$ cat src/hw/rtl/eta_phi_nearest_match_top_defines.svh
// Assertion macros shared by the eta/phi nearest match RTL.
`ifndef ETA_PHI_NEAREST_MATCH_TOP_DEFINES_SVH
`define ETA_PHI_NEAREST_MATCH_TOP_DEFINES_SVH
`ifndef SYNTHESIS
// Same-cycle implication, clocked by clock and disabled during reset.
`define EPM_ASSERT_IMPL(lbl, ante, cons, msg) \
   lbl: assert property (@(posedge clock) disable iff (reset) (ante) |-> (cons)) \
      else $error(msg);
// Next-cycle implication, clocked by clock and disabled during reset.
`define EPM_ASSERT_NEXT(lbl, ante, cons, msg) \
   lbl: assert property (@(posedge clock) disable iff (reset) (ante) |=> (cons)) \
      else $error(msg);
`else
`define EPM_ASSERT_IMPL(lbl, ante, cons, msg)
`define EPM_ASSERT_NEXT(lbl, ante, cons, msg)
`endif
`endif

$ cat src/hw/rtl/epm_pkg.sv
// Shared types and constants of the eta/phi nearest match block.
package epm_pkg;

   localparam int ID_W       = 24;
   localparam int MOTHER_W   = 24;
   localparam int ETA_W      = 17;
   localparam int PHI_W      = 15;
   localparam int DIST_W     = 32;
   localparam int EXCL_W     = 23;
   localparam int CSR_IDX_W  = 2;
   localparam int CSR_DATA_W = 32;

   localparam int DETA_W = ETA_W + 1;
   localparam int DPHI_W = PHI_W + 1;
   localparam int SQE_W  = 2 * DETA_W - 1;
   localparam int SQP_W  = 28;

   localparam logic [CSR_IDX_W-1:0] CSR_MATCH_ALL   = 2'd0;
   localparam logic [CSR_IDX_W-1:0] CSR_RADIUS_SQ   = 2'd1;
   localparam logic [CSR_IDX_W-1:0] CSR_EXCL_MOTHER = 2'd2;

   localparam logic MODE_LOAD  = 1'b0;
   localparam logic MODE_QUERY = 1'b1;

   localparam logic [DIST_W-1:0] DIST_MAX = 32'hFFFF_FFFF;

   localparam logic              MATCH_ALL_RESET = 1'b1;
   localparam logic [DIST_W-1:0] RADIUS_RESET    = 32'd167772;
   localparam logic [EXCL_W-1:0] EXCL_RESET      = 23'd15;

   localparam logic signed [DPHI_W-1:0] PI_FX     = 16'sd12868;
   localparam logic signed [DPHI_W-1:0] NEG_PI_FX = -16'sd12868;
   localparam logic signed [DPHI_W-1:0] TWO_PI_FX = 16'sd25736;

   localparam int QUEUE_DEPTH = 4;
   localparam int QPTR_W      = $clog2(QUEUE_DEPTH);
   localparam int QFILL_W     = $clog2(QUEUE_DEPTH + 1);

   typedef struct packed {
      logic [ID_W-1:0]     id;
      logic [MOTHER_W-1:0] abs_mother;
      logic [ETA_W-1:0]    eta;
      logic [PHI_W-1:0]    phi;
   } ref_entry_type;

   typedef struct packed {
      logic          is_query;
      logic          new_event;
      ref_entry_type entry;
   } cmd_type;

   typedef struct packed {
      logic              match_all;
      logic [DIST_W-1:0] radius_sq;
      logic [EXCL_W-1:0] excluded_mother;
   } cfg_type;

endpackage

$ cat src/hw/rtl/epm_if.sv
// Channel interfaces: request items, response items and register writes.
interface epm_req_if;
   logic                                valid;
   logic                                ready;
   logic                                mode;
   logic                                new_event;
   logic signed [epm_pkg::ID_W-1:0]     particle_id;
   logic signed [epm_pkg::MOTHER_W-1:0] mother_id;
   logic signed [epm_pkg::ETA_W-1:0]    eta;
   logic signed [epm_pkg::PHI_W-1:0]    phi;

   modport source(output valid, mode, new_event, particle_id, mother_id, eta, phi,
                  input ready);
   modport sink(input valid, mode, new_event, particle_id, mother_id, eta, phi,
                output ready);
endinterface


$ cat src/hw/rtl/epm_front.sv
// Front end: accepts request transactions and turns them into queue commands.
module epm_front (
   epm_req_if.sink          req,
   input  logic             q_full,
   output logic             push,
   output epm_pkg::cmd_type push_cmd
);

   logic [epm_pkg::MOTHER_W-1:0] mother_neg;

   assign req.ready = !q_full;
   assign push      = req.valid && !q_full;

   // The magnitude of the most negative code is 2^23, which still fits unsigned.
   assign mother_neg = -req.mother_id;

   always_comb begin
      push_cmd.is_query  = (req.mode == epm_pkg::MODE_QUERY);
      push_cmd.new_event = req.new_event;
      push_cmd.entry.id  = req.particle_id;
      push_cmd.entry.abs_mother = req.mother_id[epm_pkg::MOTHER_W-1] ? mother_neg
                                                                     : req.mother_id;
      push_cmd.entry.eta = req.eta;
      push_cmd.entry.phi = req.phi;
   end

endmodule

$ cat src/flat_wrapper.sv
// flat-port wrapper written by rule: the top's interface ports become plain ports
module epm_front_flat 
  (q_full, push, push_cmd, req_valid, req_mode, req_new_event, req_particle_id, req_mother_id, req_eta, req_phi, req_ready);
  epm_req_if req_i ();
  input  logic q_full;
  output logic push;
  output epm_pkg::cmd_type push_cmd;
  input wire logic [$bits(req_i.valid)-1:0] req_valid;
  input wire logic [$bits(req_i.mode)-1:0] req_mode;
  input wire logic [$bits(req_i.new_event)-1:0] req_new_event;
  input wire logic [$bits(req_i.particle_id)-1:0] req_particle_id;
  input wire logic [$bits(req_i.mother_id)-1:0] req_mother_id;
  input wire logic [$bits(req_i.eta)-1:0] req_eta;
  input wire logic [$bits(req_i.phi)-1:0] req_phi;
  output wire logic [$bits(req_i.ready)-1:0] req_ready;
  assign req_i.valid = req_valid;
  assign req_i.mode = req_mode;
  assign req_i.new_event = req_new_event;
  assign req_i.particle_id = req_particle_id;
  assign req_i.mother_id = req_mother_id;
  assign req_i.eta = req_eta;
  assign req_i.phi = req_phi;
  assign req_ready = req_i.ready;
  epm_front u_core (.req(req_i), .q_full(q_full), .push(push), .push_cmd(push_cmd));
endmodule
$ cat config.mk
export PLATFORM = sky130hd
export DESIGN_NAME = epm_front_flat
export DESIGN_NICKNAME = d
export VERILOG_FILES = /design/src/hw/rtl/eta_phi_nearest_match_top_defines.svh /design/src/hw/rtl/epm_pkg.sv /design/src/hw/rtl/epm_if.sv /design/src/hw/rtl/epm_front.sv /design/src/flat_wrapper.sv
export SDC_FILE = /design/constraint.sdc
export NUM_CORES = 1
export LEC_CHECK = 0
export BUFFER_PORTS_ARGS = -buffer_cell sky130_fd_sc_hd__buf_2
export CAP_MARGIN = 20
export CORE_AREA = 2 2 66 68
export DETAILED_ROUTE_END_ITERATION = 16
export DIE_AREA = 0 0 68 70
export PLACE_DENSITY_LB_ADDON = 0.08
export SYNTH_ARGS = -nofsm -noshare
export SYNTH_HDL_FRONTEND = slang
export SYNTH_SLANG_ARGS = --single-unit
$ cat constraint.sdc
create_clock -name vclk -period 6.39
set_input_delay 1.278 -clock vclk [all_inputs]
set_output_delay 1.278 -clock vclk [all_outputs]
set_load 0.1 [all_outputs]
Yosys cells after proc, flatten, opt, wreduce, memory -nomap -nowiden
Cells that the tools add are included.
- memory bits (writable): 0
- flip-flop bits (word level): 0
- memories: 0
- input port bits: 84
- memory bits (read-only): 0
- bits in latches: 0
- logic and storage cells: 4
- output and inout port bits: 84
- add/subtract/negate cells: 1
- divide/modulo/power cells: 0
- reductions and logical operators: 2
- bitwise logic cells: 0
- muxes and demuxes: 1
- eq/ne operators: 0
- multiply operators: 0
- shift operators: 0
- magnitude comparators: 0
- operators by type and width (cell ; count):
    24-bit 2-to-1 mux ; 1
    24-bit negator ; 1
    1-bit logical AND ; 1
    1-bit logical NOT ; 1

Depth between registers and ports, before layout
- depth in word-level cells: 2
- depth in mapped cells: 6

Worst setup path before layout
Ideal clock, no wire load.
- path kind: input -> output
- from: input port req_mother_id[16]
- to: output port push_cmd[55] (netlist name)
- data arrival time: 4.011 ns
- stages on the path: 3
- slack: 1.101 ns
- path buffers: 0
- cell sequence: or4_4 -> or4_4 -> nor4_2
- RTL lines (what ; RTL line ; source):
    start, declared ; flat_wrapper.sv:12 ; input wire logic [$bits(req_i.mother_id)-1:0] req_mother_id;
    end, declared ; flat_wrapper.sv:7 ; output epm_pkg::cmd_type push_cmd;

==> flow_summary.yaml <==
worst_setup_path:
  crit_type: "in -> out"
  crit_path_start_kind: "primary input"
  crit_start: "req_mother_id[16]"
  endpoint: "push_cmd[54]"
  path_max_fanout: 4
  crit_path_end_kind: "output pin"
  cp.arrival_ns: 3.16
  required_ns: 5.11
min_path:
  hp-class: "in -> out"
logic_synthesis:
  synth-seq-area-share_pct: 0
  synth_top_area_cell: "buf_4"
  netlist_area_mm2: 0.00100
  synthMostInstantiatedCell: "buf_4"
  synth_cell_types: 27
  yosys-top-cells-count: "buf_4, xnor2_1, nand2_1, o31ai_1, o21ai_0"
  synth_cells: 135
  synth.area.top_cells: "buf_4, xnor2_1, o31ai_1"
  synth_area_per_cell_um2: 7.41
  synth_fp_nets: 220
  yosys_warnings: 0
  synth.top_cell.area_share_pct: 44.3
global_route:
  first_global_vias: 835
  grt.total_usage_pct: 9.64
  antenna_found_initial: 0
  grt_max_degree: 25
  grt-ovfl-total: 0
  grt_pass1_wl_mm: 3.86
layout:
  ff_latch_area_um2: 0
  fin_nets: 213
  drive_above_1_share_pct: 47.6
  instances_no_fill: 178
  fillCellCount: 503
  nClkBuffers: 0
  area_delta_synth_final_pct: -13.5
  nFlopsAndLatches: 0
  diodes: 0
sta:
  clock.fmax_ghz: 0.225
  worst_pin_slew_ns: 0.499
  whs_ns: 2.56
  maxSlewHeadroom_pct: 67.0
  setup_viol_count_final: 0
  rsz0062_at_grt: "false"
  fin_tns_setup_ns: 0
  post-route-period-util_pct: 69.4
  postLayoutSetupSlackWorst_ns: 1.96
  slew_violations: 0
  fin_crit_ns: 4.43
  hold_violations: 0
power:
  ir_worst_vdd_v: 0.0000584
  power.density_mw_per_mm2: 200
  p_leak_nw: 0.348
placement:
  dp_hpwl_mm: 2.11
  port_buffers: 52
  dp_slack_ns: 1.95
  routabilityCongestion: 0.625
  place_inst: 178
clock_network:
  cts_setup_buffers: 0
  ctsHoldBuffers: 0
  ctsResizeCount: 0
route:
  initialDrtViolationCount: 22
  drc_errors: 0
  routed_via_density: 4.51
  routedWlPerCell_um: 14.0
  drt_wl_total_mm: 2.49
  vias: 802
  drt_first_pass_iters: 3
  final_antenna_net_count: 0
floorplan:
  die_w_um: 68
  core_mm2: 0.00414
  die_h_um: 70
  die-area_mm2: 0.00476
  fp-row-count: 24
  start_util_pct: 24.2
  ios: 168
status:
  status: "completed"
flow_run:
  drv_cap: 0
cell usage in the layout (no fill, tap or decap):
master and count:
nand3b_1 2, or3_1 2, nand4b_1 1, nand3_2 1, nand3_1 1, nor2b_1 1
o31ai_1 8, inv_1 4, nand2b_1 2, o41ai_1 2, o31ai_2 1, o21ai_1 1
buf_2 52, nor2_1 4, nand2_2 1, or4_4 2, nand4_1 1, nor4_2 2
nor3_1 1, o21ai_0 5, ha_1 1, nor3b_1 1, nor4_4 1, nand2_1 8
xnor2_1 21
how the worst min path moves through the flow:
stage / depth (start not counted) / endpoint / from
after floorplan: 1 / push_cmd[0] / req_phi[0]
after global routing: 0 / push_cmd[16] / req_eta[1]
after global placement: 0 / push_cmd[14] / req_phi[14]
after detailed placement: 0 / push_cmd[14] / req_phi[14]
final: 0 / push_cmd[19] / req_eta[4]
after CTS: 0 / push_cmd[14] / req_phi[14]
cell families after synthesis:
kind of cell | synth area share (%)
compound gates | 12.0
xor+xnor | 18.4
fa+ha+maj | 1.25
buf+inv | 47.5
simple gates | 20.9
per-layer routing:
layer | share of wire, % | vias up | routed length, um | global-route usage, %
met5 | 0 | - | 0 | 0
met4 | 3.6 | 0 | 89 | 3.56
met3 | 14 | 20 | 345 | 2.58
met2 | 47 | 55 | 1180 | 17.0
met1 | 35 | 350 | 881 | 10.6
li1 | - | 377 | - | -
report_power, final:
part           internal [mW]  leakage, nW  total [mW]  switching, mW
Combinational         0.0295        0.348       0.173          0.144
Clock                      0            0           0              0
Sequential                 0            0           0              0
worst max-delay path, cell delays in order:
cell and delay, ns:
buf_2 0.12, or4_4 0.56, or4_4 0.44, o21ai_1 0.18, xnor2_1 0.13, buf_2 0.44
stage by stage:
step / cell area, um^2 / total power [mW] / util, %
after floorplan: 1000 / 0.314 / -
after global placement: 866 / 0.174 / 20.9
after detailed placement: 866 / 0.174 / 20.9
after CTS: 866 / 0.174 / 20.9
after global routing: 866 / 0.180 / 20.9
final: 866 / 0.173 / 20.9
layout make-up:
type / count / area (um^2) / share of cell area [%]
multi-input cells: 70 / 526 / 60.7
repair buffers: 52 / 260 / 30.1
well taps: 52 / 65.1 / 7.51
inverters: 4 / 15.0 / 1.73
(Power assumes the default switching activity.)
