<file path="config.mk">
export PLATFORM = sky130hd
export DESIGN_NAME = epm_queue
export DESIGN_NICKNAME = d
export VERILOG_FILES = /design/src/hw/rtl/epm_pkg.sv /design/src/hw/rtl/epm_queue.sv
export VERILOG_INCLUDE_DIRS = /design/src /design/src/hw/rtl
export SDC_FILE = /design/constraint.sdc
export NUM_CORES = 1
export LEC_CHECK = 0
export BUFFER_PORTS_ARGS = -buffer_cell sky130_fd_sc_hd__buf_2
export CAP_MARGIN = 25
export CORE_ASPECT_RATIO = 1.25
export CORE_MARGIN = 4
export CORE_UTILIZATION = 57
export DETAILED_ROUTE_END_ITERATION = 7
export PLACE_DENSITY = 0.76
export SKIP_CTS_REPAIR_TIMING = 1
export SYNTH_ARGS = -nofsm -noshare
export SYNTH_HDL_FRONTEND = slang
export SYNTH_SLANG_ARGS = --single-unit
</file>
<file path="constraint.sdc">
create_clock -name clock -period 4.3 [get_ports clock]
set_input_delay 0.43 -clock clock [delete_from_list [all_inputs] [get_ports clock]]
set_output_delay 0.43 -clock clock [all_outputs]
set_load 0.02 [all_outputs]
</file>
<file path="src/hw/rtl/eta_phi_nearest_match_top_defines.svh">
// Assertion macros shared by the eta/phi nearest match RTL.
`ifndef ETA_PHI_NEAREST_MATCH_TOP_DEFINES_SVH
`define ETA_PHI_NEAREST_MATCH_TOP_DEFINES_SVH
`ifndef SYNTHESIS
// Same-cycle implication, clocked by clock and disabled during reset.
`define EPM_ASSERT_IMPL(lbl, ante, cons, msg) \
   lbl: assert property (@(posedge clock) disable iff (reset) (ante) |-> (cons)) \
      else $error(msg);
// Next-cycle implication, clocked by clock and disabled during reset.
`define EPM_ASSERT_NEXT(lbl, ante, cons, msg) \
   lbl: assert property (@(posedge clock) disable iff (reset) (ante) |=> (cons)) \
      else $error(msg);
`else
`define EPM_ASSERT_IMPL(lbl, ante, cons, msg)
`define EPM_ASSERT_NEXT(lbl, ante, cons, msg)
`endif
`endif

</file>
<file path="src/hw/rtl/epm_pkg.sv">
// Shared types and constants of the eta/phi nearest match block.
package epm_pkg;

   localparam int ID_W       = 24;
   localparam int MOTHER_W   = 24;
   localparam int ETA_W      = 17;
   localparam int PHI_W      = 15;
   localparam int DIST_W     = 32;
   localparam int EXCL_W     = 23;
   localparam int CSR_IDX_W  = 2;
   localparam int CSR_DATA_W = 32;

   localparam int DETA_W = ETA_W + 1;
   localparam int DPHI_W = PHI_W + 1;
   localparam int SQE_W  = 2 * DETA_W - 1;
   localparam int SQP_W  = 28;

   localparam logic [CSR_IDX_W-1:0] CSR_MATCH_ALL   = 2'd0;
   localparam logic [CSR_IDX_W-1:0] CSR_RADIUS_SQ   = 2'd1;
   localparam logic [CSR_IDX_W-1:0] CSR_EXCL_MOTHER = 2'd2;

   localparam logic MODE_LOAD  = 1'b0;
   localparam logic MODE_QUERY = 1'b1;

   localparam logic [DIST_W-1:0] DIST_MAX = 32'hFFFF_FFFF;

   localparam logic              MATCH_ALL_RESET = 1'b1;
   localparam logic [DIST_W-1:0] RADIUS_RESET    = 32'd167772;
   localparam logic [EXCL_W-1:0] EXCL_RESET      = 23'd15;

   localparam logic signed [DPHI_W-1:0] PI_FX     = 16'sd12868;
   localparam logic signed [DPHI_W-1:0] NEG_PI_FX = -16'sd12868;
   localparam logic signed [DPHI_W-1:0] TWO_PI_FX = 16'sd25736;

   localparam int QUEUE_DEPTH = 4;
   localparam int QPTR_W      = $clog2(QUEUE_DEPTH);
   localparam int QFILL_W     = $clog2(QUEUE_DEPTH + 1);

   typedef struct packed {
      logic [ID_W-1:0]     id;
      logic [MOTHER_W-1:0] abs_mother;
      logic [ETA_W-1:0]    eta;
      logic [PHI_W-1:0]    phi;
   } ref_entry_type;

   typedef struct packed {
      logic          is_query;
      logic          new_event;
      ref_entry_type entry;
   } cmd_type;

   typedef struct packed {
      logic              match_all;
      logic [DIST_W-1:0] radius_sq;
      logic [EXCL_W-1:0] excluded_mother;
   } cfg_type;

endpackage

</file>
<file path="src/hw/rtl/epm_queue.sv">
// Short command queue between the front end and the search engine.
`include "eta_phi_nearest_match_top_defines.svh"
module epm_queue (
   input  logic             clock,
   input  logic             reset,
   input  logic             push,
   input  epm_pkg::cmd_type push_cmd,
   output logic             full,
   input  logic             pop,
   output epm_pkg::cmd_type pop_cmd,
   output logic             empty
);

   epm_pkg::cmd_type                 slot_ff [epm_pkg::QUEUE_DEPTH];
   logic [epm_pkg::QPTR_W-1:0]       wr_ptr_ff, wr_ptr_in;
   logic [epm_pkg::QPTR_W-1:0]       rd_ptr_ff, rd_ptr_in;
   logic [epm_pkg::QFILL_W-1:0]      fill_ff, fill_in;
   logic                             do_push, do_pop;

   assign full    = (fill_ff == epm_pkg::QFILL_W'(epm_pkg::QUEUE_DEPTH));
   assign empty   = (fill_ff == '0);
   assign do_push = push && !full;
   assign do_pop  = pop && !empty;
   assign pop_cmd = slot_ff[rd_ptr_ff];

   always_comb begin
      wr_ptr_in = do_push ? wr_ptr_ff + 1'b1 : wr_ptr_ff;
      rd_ptr_in = do_pop ? rd_ptr_ff + 1'b1 : rd_ptr_ff;
      fill_in   = fill_ff;
      if (do_push && !do_pop) begin
         fill_in = fill_ff + 1'b1;
      end else if (do_pop && !do_push) begin
         fill_in = fill_ff - 1'b1;
      end
   end

   always_ff @(posedge clock) begin
      if (reset) begin
         wr_ptr_ff <= '0;
         rd_ptr_ff <= '0;
         fill_ff   <= '0;
      end else begin
         wr_ptr_ff <= wr_ptr_in;
         rd_ptr_ff <= rd_ptr_in;
         fill_ff   <= fill_in;
      end
   end

   always_ff @(posedge clock) begin
      if (do_push) begin
         slot_ff[wr_ptr_ff] <= push_cmd;
      end
   end

   `EPM_ASSERT_IMPL(a_fill_bound, 1'b1, fill_ff <= epm_pkg::QFILL_W'(epm_pkg::QUEUE_DEPTH), "queue fill exceeds depth")
   `EPM_ASSERT_NEXT(a_fill_track, do_push && !do_pop, fill_ff == $past(fill_ff) + 1'b1, "queue fill lost a push")

endmodule

</file>
# Word-level counts from Yosys, hierarchy flattened
# Memories as Yosys holds them, arrays and structs flattened. A register that Yosys moved wholly into a read port is not among the register bits.
# Cells that the tools add are included.
[classes] add_sub_neg=4 n_eq_ne=1 mux=6 n_reduce_logical=10
[ops] op="two-way mux 3 bit" n=2
[ops] op="adder 2 x 1 -> 2 bit, second input constant" n=2
[ops] op="logical AND 1 bit" n=4
[ops] op="zero test 1 bit" n=4
[ops] op="two-way mux 2 bit" n=2
[ops] op="adder 3 x 1 -> 3 bit, second input constant" n=1
[ops] op="equality test 3 bit, second input constant" n=1
[ops] op="zero test 3 bit" n=1
[ops] op="subtractor 3 x 1 -> 3 bit, second input constant" n=1
[ops] op="two-way mux 1 bit" n=2
[ops] op="nonzero test 2 bit" n=1
[totals] regBits=7 mem_bits_rw=328 out_inout_bits=84 wordCells=25 mem_count=1
[mem_list] memory="slot_ff" depth=4 word_bits=82 rd=1 rd_ports_with_merged_regs=1 wr=1 line="epm_queue.sv:14" text="epm_pkg::cmd_type slot_ff [epm_pkg::QUEUE_DEPTH];"

# Longest topological paths before layout
[depth] depth_word=7 ltp_mapped=8 depth_no_buf=8

# Worst setup path after synthesis
# OpenSTA, ideal clock, no wires.
[synth_timing] path_kind="flip-flop to flip-flop" start="register fill_ff[0] (netlist bit)" end="memory slot_ff[0][0] (netlist bit), enable pin" setup_ns=0.449 arrival_ns=2.782 setup_slack_ns=1.069 stages_incl_launch_ff=4 synth_period_minus_slack_ns=3.231 path_cell_list="dfxtp_1 -> nor3b_2 -> nor2_1 -> and2_1"
[synth_via] elab_chain_cells=5
[synth_lines] item="start: declaration" line="epm_queue.sv:17" text="logic [epm_pkg::QFILL_W-1:0] fill_ff, fill_in;"
[synth_lines] item="start signal: assignment" line="epm_queue.sv:45" text="fill_ff <= fill_in;"
[synth_lines] item="equality test 3 bit" line="epm_queue.sv:20" text="assign full = (fill_ff == epm_pkg::QFILL_W'(epm_pkg::QUEUE_DEPTH));"
[synth_lines] item="net full" line="epm_queue.sv:8" text="output logic full,"
[synth_lines] item="zero test 1 bit" line="epm_queue.sv:22" text="assign do_push = push && !full;"
[synth_lines] item="logical AND 1 bit" line="epm_queue.sv:22"
[synth_lines] item="net do_push" line="epm_queue.sv:18" text="logic do_push, do_pop;"
[synth_lines] item="two-way mux 1 bit" line="epm_queue.sv:50" text="if (do_push) begin"
[synth_lines] item="two-way mux 1 bit (not written as such)" line="epm_queue.sv:51" text="slot_ff[wr_ptr_ff] <= push_cmd;"
[synth_lines] item="end: declaration" line="epm_queue.sv:14"
# The timed path passes the listed nets, and every way through them passes these cells.

==> flow_summary.ini <==
[sta]
finClkSkew_ns = 0.0105
tightest_slew_ns = 0.928
hold_viol_final = 0
drv_slew = 0
fmax_mhz = 338
grt_setup_unrepaired = false
final-setup-viol-count = 0
max_slew_margin = 0.381
fin_crit_sh = 0.687
fin_crit_ns = 2.95
final.setup.tns_ns = 0

[synthesis]
synth_seq_cells = 337
netlist_area_um2 = 12400
yosysMostFrequentCell = edfxtp_1
ys_warn_count = 0
yosys.area_share.simple = 0.00728
synth_xor_xnor_area_share = 0.00283
synthArstFlopShare = 0
avgSynthCellArea_um2 = 26.0
ys.flop_type = edfxtp_1
synth_top_area_frac = 0.796
seq_area_frac_synth = 0.811
synth_commonest_cells = edfxtp_1 (328), mux4_2 (82), dfxtp_1 (9)
synth.area.mux_share = 0.151
synth_edf_count = 328
synth_cell_types = 22
synthAdderAreaFrac = 0.00667
syn_inst = 476
synth_compound_area_frac = 0.00293
yosysTopAreaCell = edfxtp_1
synth_area_leaders = edfxtp_1 (80%), mux4_2 (15%), dfxtp_1 (1.5%), buf_12 (1.3%), ha_1 (0.51%)
synth_top_family_by_area = multiplexers
synth_nets = 568

[cells_and_area]
drive_above_1_share = 0.447
fin_nets = 763
fin_util = 0.672
areaGrowthSynthToFinish_pct = 16.6

[placement]
place_hpwl_mm = 13.6
io_buffers = 169
gp_congestion = 0.777

[clocking]
path_clk_slew_ns = 0.06
cts_root_buf = clkbuf_16
ctsHtreeMaxLevel = 1
cts_num_sinks = 337
clk_latency_ns = 0.54
clockBufferDepth = 3
cts_made_buffers = 30
cts_tree = yes

[min_path]
hold_start = push_cmd[54]
holdPathStages = 1
hold_class = in2reg
whs_endpoint = slot_ff[2][54]$_DFFE_PP_

[grt]
grt_max_degree = 63
grt-ovfl-total = 0
antenna_found_initial = 2
grt_pass1_vias = 5993
grt_pass1_wl_mm = 34.1
grt_use_total = 0.182

[worst_setup_path]
endpoint_kind = output port
path_cells = buf_4, mux4_2, buf_2
r2r_cells = 4
rrSetupSlack_ns = 1.91
r2r-end = slot_ff[2][21]$_DFFE_PP_
slowest_delay_ns = 0.95
cp.required_ns = 3.87
r2r_start = fill_ff[0]$_SDFFE_PP0P_
critPathLaunchType = flop
path_max_fanout = 62
critical_path_class = reg2out
cp_data_arrival_time_ns = 2.52
slowest_stage = dfxtp_4

[detailed_routing]
vias = 5464
ant_nets = 0
viasPerCell = 5.60
drtIter0Drc = 311
drc = 0
finalWirelength_mm = 21.7
wl_per_cell_um = 22.3
drtPass1Iterations = 4

[pwr]
totalPowerFinal_mw = 8.70
comb_power_share = 0.247
power_density_nw_per_um2 = 603
p_leak_nw = 4.85
power.share.clock = 0.281
p_int_mw = 6.26
max-vdd-ir-drop_uv = 434
p_sw_frac = 0.280
p_switching_mw = 2.44
seqPwrFrac = 0.472

[floorplanning]
floorplan.initialDensity = 0.576
dieHeight_um = 173
num_rows = 60
core_um2 = 21500
die_w_um = 140
io_pins = 170
die-area_um2 = 24100

[status]
outcome = finished clean

[run]
maxCapViolCount = 0
placed cells by master, fill, tap and decap left out, types with 5 or more instances in the layout:
master	netlist	routed
clkinv_2	0	6
clkbuf_16	0	31
clkbuf_1	2	7
buf_4	0	10
edfxtp_1	328	328
ha_1	5	5
mux4_2	82	82
clkinv_1	0	9
buf_2	8	169
dfxtp_1	9	7
nor2_1	6	6
metal layers:
metal / up-vias / global-route usage / routed length [um] / part of all wire
met2: 178 / 0.319 / 11800 / 0.54
met3: 31 / 0.0404 / 1470 / 0.067
met1: 2828 / 0.233 / 8100 / 0.37
met5: - / 0 / 13 / 0.00060
li1: 2425 / - / - / -
met4: 2 / 0.0477 / 405 / 0.019
logic make-up (layout without fill, tap and decap cells):
kind of cell,count (synthesis),after routing
buf+inv,23,241
fa+ha+maj,6,6
flops,337,337
xor+xnor,4,4
mux,84,84
simple gates,16,16
compound gates,6,6
other cells,0,2
worst max-delay path by stage:
stage / startpoint / end / cells past startpoint
floorplan: fill_ff[0]$_SDFFE_PP0P_ / slot_ff[0][0]$_DFFE_PP_ / 3
CTS: flop / pop_cmd[71] / 3
finish: flop / pop_cmd[52] / 3
global placement: push / slot_ff[0][17]$_DFFE_PP_ / 5
detailed placement: flop / pop_cmd[52] / 3
global route: flop / pop_cmd[24] / 3
critical path: cells and delay by family (launching register included):
family	cells	cell delay [ns]
buffers and inverters	2	0.63
muxes	1	0.38
DFF	1	0.95
flip-flops by register name, summed over array words and instances (netlist names), named ones only:
signal     count
fill_ff        3
slot_ff      328
rd_ptr_ff      2
wr_ptr_ff      2
power by group through the flow:
stage	clock network, mW	registers, mW	logic [mW]
final	2.44	4.11	2.15
after floorplan	0	4.09	1.70
after global routing	2.65	4.14	2.30
after global placement	0	4.16	2.14
after detailed placement	0	4.18	2.19
after CTS	2.50	4.12	2.20
area by class of cell:
| type | instances | area, um^2 |
|---|---|---|
| diodes | 2 | 5.00 |
| well taps | 279 | 349 |
| inverters | 4 | 15.0 |
| clock inverters | 17 | 103 |
| fillers | 1424 | 7040 |
| clock buffers | 38 | 802 |
| flip-flops and latches | 337 | 10000 |
| multi-input cells | 116 | 2120 |
| repair buffers | 182 | 996 |
stage by stage:
stage	hold WS, ns	setup WS (ns)	std cells	cell area, um^2
after floorplan	0.482	1.07	476	12400
after global placement	0.499	1.83	916	13500
after detailed placement	0.514	1.85	918	13500
after CTS	0.0750	1.25	973	14400
after global routing	0.0833	1.22	974	14400
final	0.103	1.35	975	14400
No activity file was read; power rests on OpenSTA's default activity.
